<file path="config.mk">
export PLATFORM = sky130hd
export DESIGN_NAME = apm_front
export DESIGN_NICKNAME = d
export VERILOG_FILES = /design/src/rtl/core/apm_pkg.sv /design/src/rtl/core/apm_front.sv
export SDC_FILE = /design/constraint.sdc
export NUM_CORES = 1
export LEC_CHECK = 0
export CAP_MARGIN = 30
export CORE_UTILIZATION = 59
export CTS_BUF_LIST = sky130_fd_sc_hd__clkbuf_4
export DETAILED_ROUTE_END_ITERATION = 16
export DONT_BUFFER_PORTS = 1
export HOLD_SLACK_MARGIN = 0.06
export MAX_ROUTING_LAYER = met4
export PLACE_DENSITY = 0.78
export SKIP_CTS_REPAIR_TIMING = 1
export SLEW_MARGIN = 20
export SYNTH_ARGS = -nofsm -noshare
export SYNTH_HDL_FRONTEND = slang
export SYNTH_SLANG_ARGS = --single-unit
</file>
<file path="constraint.sdc">
create_clock -name i_clk -period 6 [get_ports i_clk]
set_input_delay 0.3 -clock i_clk [delete_from_list [all_inputs] [get_ports i_clk]]
set_output_delay 0.3 -clock i_clk [all_outputs]
set_load 0.02 [all_outputs]
</file>
<file path="src/rtl/core/apm_pkg.sv">
// apm_pkg: shared types and constants for the audio peak/rms/dc meter
// no dependencies
package apm_pkg;
    localparam int MaxChannels = 8;
    localparam int ChBits = 3;
    localparam int SampleBits = 24;
    localparam int FrameBits = 32;
    localparam int SumBits = 56;
    localparam int SqBits = 64;

    localparam logic [1:0] OP_SAMPLE = 2'd0;
    localparam logic [1:0] OP_CLEAR = 2'd1;
    localparam logic [1:0] OP_REPORT = 2'd2;

    localparam logic [3:0] CH_COUNT_RESET = 4'd2;

    typedef struct packed {
        logic [1:0] opcode;
        logic [2:0] channel;
        logic signed [23:0] sample;
    } t_in_item;

    typedef struct packed {
        logic [31:0] frame_count;
        logic [23:0] sample_peak;
        logic [23:0] rms_level;
        logic signed [23:0] dc_offset;
    } t_out_item;

    // classified command from the front part to the back part
    typedef struct packed {
        logic [1:0] opcode;
        logic [2:0] channel;
        logic last_ch;
        logic [23:0] mag;
        logic signed [23:0] sample;
    } t_cmd;
endpackage

</file>
<file path="src/rtl/core/apm_front.sv">
// apm_front: accepts items, drops unused channels, classifies into a two-entry queue
// depends on apm_pkg
module apm_front (
    input  logic              i_clk,
    input  logic              i_rst_n,
    input  logic              i_push,
    output logic              o_full,
    input  apm_pkg::t_in_item i_item,
    input  logic [3:0]        i_ch_count,
    output logic              o_cmd_valid,
    output apm_pkg::t_cmd     o_cmd,
    input  logic              i_cmd_take
);
    import apm_pkg::*;

    t_cmd r_q0, r_q1, n_cmd;
    logic [1:0] r_cnt;
    logic [3:0] cnt_eff;
    logic keep, acc;

    assign cnt_eff = (i_ch_count > 4'(MaxChannels)) ? 4'(MaxChannels) : i_ch_count;
    assign o_full = (r_cnt == 2'd2);
    assign acc = i_push && !o_full;

    always_comb begin
        n_cmd.opcode = i_item.opcode;
        n_cmd.channel = i_item.channel;
        n_cmd.sample = i_item.sample;
        n_cmd.mag = i_item.sample[23] ? 24'(-i_item.sample) : 24'(i_item.sample);
        n_cmd.last_ch = ({1'b0, i_item.channel} == cnt_eff - 4'd1);
        case (i_item.opcode)
            OP_SAMPLE: keep = ({1'b0, i_item.channel} < cnt_eff);
            OP_CLEAR: keep = 1'b1;
            OP_REPORT: keep = 1'b1;
            default: keep = 1'b0;
        endcase
    end

    assign o_cmd_valid = (r_cnt != 2'd0);
    assign o_cmd = r_q0;

    always_ff @(posedge i_clk) begin
        if (!i_rst_n) begin
            r_cnt <= 2'd0;
        end else begin
            case ({acc && keep, i_cmd_take && o_cmd_valid})
                2'b10: r_cnt <= r_cnt + 2'd1;
                2'b01: r_cnt <= r_cnt - 2'd1;
                default: r_cnt <= r_cnt;
            endcase
        end
        if (i_cmd_take && o_cmd_valid) begin
            r_q0 <= (r_cnt == 2'd2) ? r_q1 : n_cmd;
            if (acc && keep && r_cnt == 2'd2) r_q1 <= n_cmd;
        end else if (acc && keep) begin
            if (r_cnt == 2'd0) r_q0 <= n_cmd;
            else r_q1 <= n_cmd;
        end
    end

    assert property (@(posedge i_clk) disable iff (!i_rst_n)
        (r_cnt == 2'd2) |-> (!(acc && keep) || i_cmd_take))
        else $error("queue overflow");
    assert property (@(posedge i_clk) disable iff (!i_rst_n) r_cnt != 2'd3)
        else $error("bad queue count");
    assert property (@(posedge i_clk) disable iff (!i_rst_n)
        (r_cnt == 2'd0) |-> !o_cmd_valid)
        else $error("valid when empty");
endmodule

</file>
# ---- After elaboration in Yosys (flattened, before gate mapping)
# Cells that the tools add are included.
dict set report word_totals {
  ff_bits 110
  latch_bits 0
  mem_bits_rw 0
  romBits 0
  input_bits 37
  out_inout_bits 56
  wordCells 51
  memories 0
}
dict set report classes {
  add_sub_neg 4
  multipliers 0
  div 0
  order_cmp 2
  n_eq_ne 8
  n_shift 0
  n_mux 12
  bitwise 0
  n_reduce_logical 14
}
# op n
set ops {}
lappend ops {{$mux 54} 8}
lappend ops {{$mux 24} 1}
lappend ops {{$neg 24->24} 1}
lappend ops {{$reduce_bool 2->1} 4}
lappend ops {{$eq 2x2->1 const B} 3}
lappend ops {{$eq 2x1->1 const B} 2}
lappend ops {{$eq 3x4->1} 1}
lappend ops {{$gt 4x4->1 const B} 1}
lappend ops {{$logic_and 1x1->1} 4}
lappend ops {{$logic_not 2->1} 2}
lappend ops {{$lt 3x4->1} 1}
lappend ops {{$mux 4} 1}
lappend ops {{$pmux 2 s2} 1}
lappend ops {{$sub 4x1->4 const B} 1}
lappend ops {{$reduce_and 3->1} 1}
lappend ops {{$add 2x1->2 const B} 1}
lappend ops {{$ne 2x1->1 const B} 1}
lappend ops {{$ne 2x2->1 const B} 1}
lappend ops {{$pmux 1 s2} 1}
lappend ops {{$reduce_and 2->1} 1}
lappend ops {{$reduce_or 2->1} 1}
lappend ops {{$sub 2x1->2 const B} 1}
lappend ops {{$logic_not 1->1} 1}

# ---- Depth between registers and ports, before layout
# Gate-level depths: netlist of run 1.
dict set report logic_depth {
  word_depth 8
  mapped_depth 11
  depth_no_buf 11
}

# ---- Least setup slack after synthesis of run 1
# Ideal clock, no wire load.
dict set report synth_timing {
  path_type {input to register}
  from {input i_ch_count[3]}
  to {register r_q1[10] (netlist name) (enable)}
  setup_ps 530
  arrival_ps 5628
  t_required_ps 5470
  path_slack_ps -157
  path_stages 9
  path_buffers 0
  path_cell_list {nand2b_1 ha_1 nor2b_1 o21a_1 o21bai_1 a21oi_1 or4b_2 ha_1 nor3_1}
}
dict set report synth_via {
  elab_chain_len 8
  word_cells_on_any_way 9
  classes_between {order compare: 2; eq/ne: 1; mux: 2; reduce/logical: 4}
}
# element line_no
set synth_rtl {}
lappend synth_rtl {{start, declared} apm_front.sv:9} ;# input logic [3:0] i_ch_count,
lappend synth_rtl {{$gt 4x4->1} apm_front.sv:21} ;# assign cnt_eff = (i_ch_count > 4'(MaxChannels)) ? 4'(MaxChannels) : i_ch_count;
lappend synth_rtl {{$mux 4 *} apm_front.sv:21}
lappend synth_rtl {{$lt 3x4->1 *} apm_front.sv:32} ;# OP_SAMPLE: keep = ({1'b0, i_item.channel} < cnt_eff);
lappend synth_rtl {{$pmux 1 s2 *} apm_front.sv:31} ;# case (i_item.opcode)
lappend synth_rtl {{$logic_and 1x1->1 *} {apm_front.sv:54, apm_front.sv:55}}
lappend synth_rtl {{$logic_and 1x1->1} apm_front.sv:54} ;# if (acc && keep && r_cnt == 2'd2) r_q1 <= n_cmd;
lappend synth_rtl {{$ne 2x1->1 (no source line)} n/a}
lappend synth_rtl {{$reduce_and 3->1 (no source line) *} n/a}
lappend synth_rtl {{end signal, assigned} apm_front.sv:54}
lappend synth_rtl {{end signal, assigned} apm_front.sv:57} ;# else r_q1 <= n_cmd;
lappend synth_rtl {{end, declared} apm_front.sv:16} ;# t_cmd r_q0, r_q1, n_cmd;
# Every way passes the cells marked *; elsewhere a longest branch is shown, timed or not.
# A chain may end at the register's enable or synchronous reset.

# ---- Final worst setup path of run 1
dict set report layout_timing {
  from {input i_ch_count[3]}
  to {register r_q1[25] (netlist name) (enable)}
}
# Same word-level chain as after synthesis.

==> metrics.md, run 1 <==
| Metric | Value |
|---|---|
| CP cell instances | `nand2b_1 > ha_1 > nor2b_1 > o21a_1 > o21bai_1 > a21oi_1 > or4b_2 > ha_1 > nor3_4 > buf_4` |
| Routed vias | `2740` |
| R2r worst-path depth | `5` |
| First-pass GRT wire length | `13400 µm` |
| Core Area | `approximately 7700 µm²` |
| Vias per Instance | `between 5 and 6` |
| Largest net degree at the start of global routing | `54` |
| CTS tree | `done` |
| Leak | `around 0.0018 µW` |
| Commonest cells post-synth | `edfxtp_1, nand2_1, xnor2_1` |
| Max cap viols | `0` |
| Run status | `finished clean` |
| Top delay family on crit path | `simple AND/OR/NAND/NOR gates` |
| Fin area | `5270 µm²` |
| Final GP Congestion | `a little over 0.8` |
| Synth Register Bits | `between 100 and 150` |
| Worst hold slack | `~75 ps` |
| DP Wirelength | `~5600 µm` |
| R2r endpoint | `r_q1[25]` |
| Critical-path maximum fanout | `53` |
| Clk slew on worst S/H paths | `approximately 150 ps` |
| Antenna viol nets, final | `0` |
| Grt ovf | `0` |
| Fin nets | `425` |
| Final setup vio count | `0` |
| Least-Margin Pin Slew | `752 ps` |
| Total Wirelength | `a little under 9000 µm` |
| Syn Nets | `around 390` |
| Hold WC Path Type | `in2reg` |
| Levels on crit path | `10` |
| Yosys warning count | `0` |
| Post-synth ARST share | `0%` |
| Fmax | `359 MHz` |
| Kind of end point of the critical path | `register` |
| Fin cells | `486` |
| R2R Path Start | `r_cnt[0]` |
| Die ar. | `8320 µm²` |
| Slew Limit Fails | `0` |
| Clock Skews | `around 8.5 ps` |
| Count of different cell masters after synthesis | `41` |
| Post-synth top flop | `edfxtp_1` |
| Hold Startpoint | `i_item[18]` |
| First-pass iteration count of the detailed router | `4` |
| Cell Area, Synth | `4700 µm²` |
| H-tree depth | `3` |
| IO Port Bufs | `0` |
| Dpl cell area | `~4800 µm²` |
| Type of the worst setup path | `in2reg` |
| Share of layout cells above drive strength 1 | `between 10% and 20%` |
| TritonCTS Buffers | `9` |
| Synth top area share | `around 68%` |
| Worst path most repeated cell | `ha_1` |
| Initial antenna violation count | `0` |
| Final hold vios | `0` |
| Antenna diodes | `0` |
| Total negative setup slack | `0 ps` |
| Initial Utilization | `around three fifths` |
| Worst ir drop on vdd | `259 µV` |
| Seq/Total Area, Yosys | `between 60% and 70%` |
| Clk sinks | `around 110` |
| Mean Syn Cell Area | `~14 µm²` |
| Crit path arrival time | `between 2000 and 3000 ps` |
| Max-slew headroom | `between 40% and 50%` |
| Unrepaired setup endpoints after global routing | `no` |
| Hold path depth | `1` |
| I/O pin count | `between 90 and 100` |
| WL/cell | `roughly 18 µm` |
| Top cells by area, synth | `edfxtp_1, nand2_1, mux2_2` |
| Flop-to-flop setup slack | `3340 ps` |
| Total track usage | `about 22%` |
| Crit-path slowest cell | `or4b_2` |
| # rows | `32` |
| Initial DRC count | `roughly 120` |
| Post-synth EDFFs | `between 100 and 150` |
| Root Buffer | `clkbuf_4` |
| Die Y-Extent | `between 90 and 100 µm` |
| Die outline width | `91.2 µm` |
| Req. time, crit path | `between 6000 and 7000 ps` |
| Clk buf depth | `2` |
| Power per Cell Area | `approximately 360 nW/µm²` |
| Area Overhead vs Synth | `12.3%` |
| Most frequent cell after synthesis | `edfxtp_1` |
| Cell taking the most area after synthesis | `edfxtp_1` |
| Vias in the first global route | `about 2.6k` |
| DRC | `0` |
| Clock latency on the worst-skew pair | `approximately 450 ps` |
| Period minus WS final | `2790 ps` |
| Final period util | `between 40% and 50%` |
| CP Launch Type | `input pin` |
| Synth Instances | `between 300 and 400` |
| CP bufs+invs | `1` |
| Worst hold path endpoint | `r_q1[42]` |
| Placed insts | `440` |
| Worst path max stage delay | `around 650 ps` |
-- power breakdown --
group | internal, µW | total [µW] | leakage, µW | switching [µW]
registers | 1050 | 1240 | 0.000995 | 192
clock network | 125 | 352 | 0.0000674 | 227
logic | 107 | 324 | 0.000772 | 217
-- sequential cells by signal (all words and copies together), names as in the netlist --
signal  count
r_cnt       2
o_cmd      53
r_q1       53
-- stage by stage --
step	util [%]	total power [µW]	setup slack, ps
after CTS	64.3	1910	3230
after detailed placement	62.6	1570	2730
after global routing	68.2	2000	3090
after floorplan	-	1480	1450
final	68.2	1920	3210
after global placement	62.4	1540	2780
-- area by class of cell --
| cell class | count | area (µm²) |
|---|---|---|
| Multi-Input combinational cell | 215 | 1400 |
| Clock inverter | 7 | 66.3 |
| Tap cell | 102 | 128 |
| Inverter | 11 | 41.3 |
| Timing Repair Buffer | 34 | 343 |
| Clock buffer | 9 | 67.6 |
| Sequential cell | 108 | 3220 |
| Fill cell | 564 | 2450 |
-- metal layers --
metal	GRT usage (%)	part of all wire [%]	wire length [µm]
met3	6.20	4.3	384
met5	-	0	0
met4	7.54	1.6	142
met2	35.1	51	4540
met1	27.5	43	3860
-- cells by family after synthesis --
kind of cell / synth area share, %
xor+xnor: 4.66
buf+inv: 2.00
fa+ha+maj: 2.40
flops: 68.6
compound gates: 5.14
simple gates: 12.3
mux: 4.88
-- worst max path at each step --
stage / endpoint / start / slack [ps]
floorplan: r_q1[10] / i_ch_count[3] / 1450
global placement: r_q1[31] / i_ch_count[3] / 2780
detailed placement: r_q1[11] / i_ch_count[3] / 2730
CTS: r_q1[10] / i_ch_count[3] / 3230
global route: r_q1[36] / i_ch_count[3] / 3090
finish: r_q1[25] / i_ch_count[3] / 3210
-- layout by cell type, fill, tap and decap left out, types with 3 or more instances in the layout --
master / n
edfxtp_1: 106
nand2_1: 81
dlygate4sd3_1: 30
xnor2_1: 23
mux2_2: 19
nor2_1: 17
o21ai_0: 13
inv_1: 11
ha_1: 9
clkbuf_4: 9
nor2b_1: 6
o31ai_1: 5
o41ai_1: 4
nor3_1: 3
nand2b_1: 3
buf_4: 3
Note: power is estimated with default switching activity, not from simulation.
==> run 2: changes to the inputs <==
clock period = 2.4 ns   (was 6 ns; I/O delays follow)
==> run 2 against run 1 <==
Net effect:
- clock skew up 4.6 ps
- core utilization up 2.0 points
- worst setup slack worse by 3000 ps
- critical path type unchanged
- highest routed layer unchanged
- sequential share of layout area down 1.7 points
- first-iteration DRC count up 38%
- sequential power rose to 2.5 times the previous value
- largest power group unchanged
- critical path depth down 2
- total power rose to 2.5 times the previous value
- routed wire length up 3.0%
- register-to-register slack worse by 3000 ps
- final area up 2.9%
- clock power up 130%
==> metrics.md, run 2 (synthesis gave the netlist of run 1 again) <==
| Metric | Value |
|---|---|
| Clk slew on worst S/H paths | `150 ps (about the same)` |
| Hold WC Path Type | `in2reg` |
| Least-Margin Pin Slew | `845 ps (+92.6 ps)` |
| Clk buf depth | `2 (unchanged)` |
| Clk sinks | `108 (unchanged)` |
| CTS tree | `done` |
| Clock share of power | `16.5% (-1.9 points)` |
| Routed vias | `2817 (+2.8%)` |
| Internal Pwr Total | `3200 µW (+150%)` |
| Largest net degree at the start of global routing | `48 (-11%)` |
| # rows | `32 (unchanged)` |
| Final hold vios | `0 (unchanged)` |
| Vias in the first global route | `2637 (+1.9%)` |
| R2r worst-path depth | `5 (unchanged)` |
| Die ar. | `8320 µm² (unchanged)` |
| Type of the worst setup path | `in2reg` |
| Leak | `0.00190 µW (+3.6%)` |
| Initial antenna violation count | `0 (unchanged)` |
| GR Layer Usage met2 | `35.4% (+0.32 points)` |
| Max cap viols | `0 (unchanged)` |
| Run status | `finished clean` |
| Vias per Instance | `5.67 (+0.53%)` |
| TritonCTS Buffers | `9 (unchanged)` |
| Clock Skews | `13.2 ps (+4.63 ps)` |
| Core Area | `7730 µm² (unchanged)` |
| Period minus WS final | `about 2200 ps` |
| Hold Startpoint | `i_item[12]` |
| Power per Cell Area | `887 nW/µm² (+140%)` |
| Slew Limit Fails | `0 (unchanged)` |
| Filler cell count in the final layout | `532 (-5.7%)` |
| R2r endpoint | `r_q1[34]` |
| Hold path depth | `2 (+1)` |
| Met1 Track Usage GR | `28.5% (+0.98 points)` |
| Total track usage | `22.5% (+0.39 points)` |
| Final setup vio count | `0 (unchanged)` |
| Place WS | `-116 ps (-2850 ps)` |
| Kind of end point of the critical path | `register` |
| DP Wirelength | `5690 µm (+2.1%)` |
| Fmax | `about 460 MHz` |
| Most frequent cells in the layout | `edfxtp_1, nand2_1, dlygate4sd3_1` |
| Clock latency on the worst-skew pair | `430 ps (-20 ps)` |
| Final period util | `90.4%` |
| I/O pin count | `93 (unchanged)` |
| Worst ir drop on vdd | `519 µV (+100%)` |
| Switching power of the nets | `1620 µW (+150%)` |
| Total Wirelength | `9190 µm (+3.0%)` |
| Logic pwr share | `19.0% (+2.1 points)` |
| CP Launch Type | `input pin` |
| Unrepaired setup endpoints after global routing | `no` |
| Busiest grt layer | `met2` |
| Die Y-Extent | `91.2 µm (unchanged)` |
| Antenna diodes | `0 (unchanged)` |
| First-pass GRT wire length | `13700 µm (+1.9%)` |
| Total power | `4810 µW (+150%)` |
| R2R Path Start | `r_cnt[0]` |
| First-pass iteration count of the detailed router | `4 (unchanged)` |
| Worst hold path endpoint | `r_q1[39]` |
| M3 GR Usage | `5.95% (-0.25 points)` |
| Share of layout cells above drive strength 1 | `16.2% (+2.7 points)` |
| Req. time, crit path | `2550 ps (-3550 ps)` |
| Leading cell type in the layout, fill and taps excluded | `edfxtp_1` |
| WL/cell | `18.5 µm (+0.71%)` |
| DRC | `0 (unchanged)` |
| Antenna viol nets, final | `0 (unchanged)` |
| Initial DRC count | `170 (+38%)` |
| Switching Fraction | `33.6% (+0.46 points)` |
| Root Buffer | `clkbuf_4` |
| Initial Utilization | `60.8% (unchanged)` |
| Crit path arrival time | `2320 ps (-570 ps)` |
| Die outline width | `91.2 µm (unchanged)` |
| Critical-path maximum fanout | `29 (-45%)` |
| IO Port Bufs | `0 (unchanged)` |
| Area Overhead vs Synth | `15.5%` |
| Seq pwr share | `64.4% (-0.4 points)` |
| Fin nets | `436 (+2.6%)` |
| Flop-to-flop setup slack | `360 ps (-2980 ps)` |
| H-tree depth | `3 (unchanged)` |
| Grt ovf | `0 (unchanged)` |
| Final WS setup | `229 ps (-2980 ps)` |
| Max-slew headroom | `43.5% (-6.3 points)` |
| Final GP Congestion | `0.778 (-6.4%)` |
-- run 2: cell types whose count changed in the layout (fill, tap and decap cells not counted), moves of 2 or more --
cell           previous run  this run
ha_4                      0         2
buf_12                    1         4
ha_1                      9         7
buf_4                     3         7
dlygate4sd3_1            30        34
clkinv_4                  0         2
-- run 2: routing by layer --
layer | vias to the layer above | share of wire [%]
met5 | - | 0
met4 | 0 | 1.1
met3 | 7 | 6.3
met2 | 121 | 53
met1 | 1359 | 40
li1 | 1330 | -
-- run 2: critical path, cell delays in order --
cell,delay (ps)
dlygate4sd3_1,570
inv_1,70
ha_1,300
a21oi_2,40
or4b_4,510
ha_4,180
nor3_4,280
buf_12,240
-- run 2: cell type report --
cell class                      instances  area (µm²)  area share (%)
Sequential cell                       108        3220            59.4
Multi-Input combinational cell        215        1440            26.6
Timing Repair Buffer                   45         473            8.72
Tap cell                              102         128            2.35
Clock buffer                           10        75.1            1.38
Clock inverter                          6        41.3           0.761
Inverter                               11        41.3           0.761
-- run 2: power by group through the flow --
stage	Combinational, µW	Sequential [µW]	Clock [µW]
after floorplan	593	3120	0
after global placement	819	3130	0
after detailed placement	847	3150	0
after CTS	853	3110	820
after global routing	1010	3130	891
final	917	3100	795
-- run 2: how the worst max path moves through the flow --
| stage | startpoint | to | slack, ps |
|---|---|---|---|
| 2_1_floorplan | i_ch_count[3] | r_q1[10] | -960 |
| 3_3_place_gp | i_ch_count[3] | r_q1[22] | -70 |
| 3_5_place_dp | i_ch_count[3] | r_q1[22] | -120 |
| 4_1_cts | r_cnt[1] | r_q1[29] | 360 |
| 5_1_grt | i_item[28] | r_q1[29] | 200 |
| 6_report | i_item[28] | r_q1[34] | 230 |
-- run 2: through the flow --
stage | util (%) | hold slack (ps) | instance area, µm² | setup TNS [ps] | instances
finish | 70.2 | 80.9 | 5430 | 0 | 497
global route | 70.2 | 64.4 | 5430 | 0 | 497
CTS | 65.8 | -263 | 5080 | 0 | 463
detailed placement | 64.3 | 219 | 4970 | -5610 | 447
global placement | 64.3 | 219 | 4970 | -3010 | 447
floorplan | - | 219 | 4750 | -74680 | 347
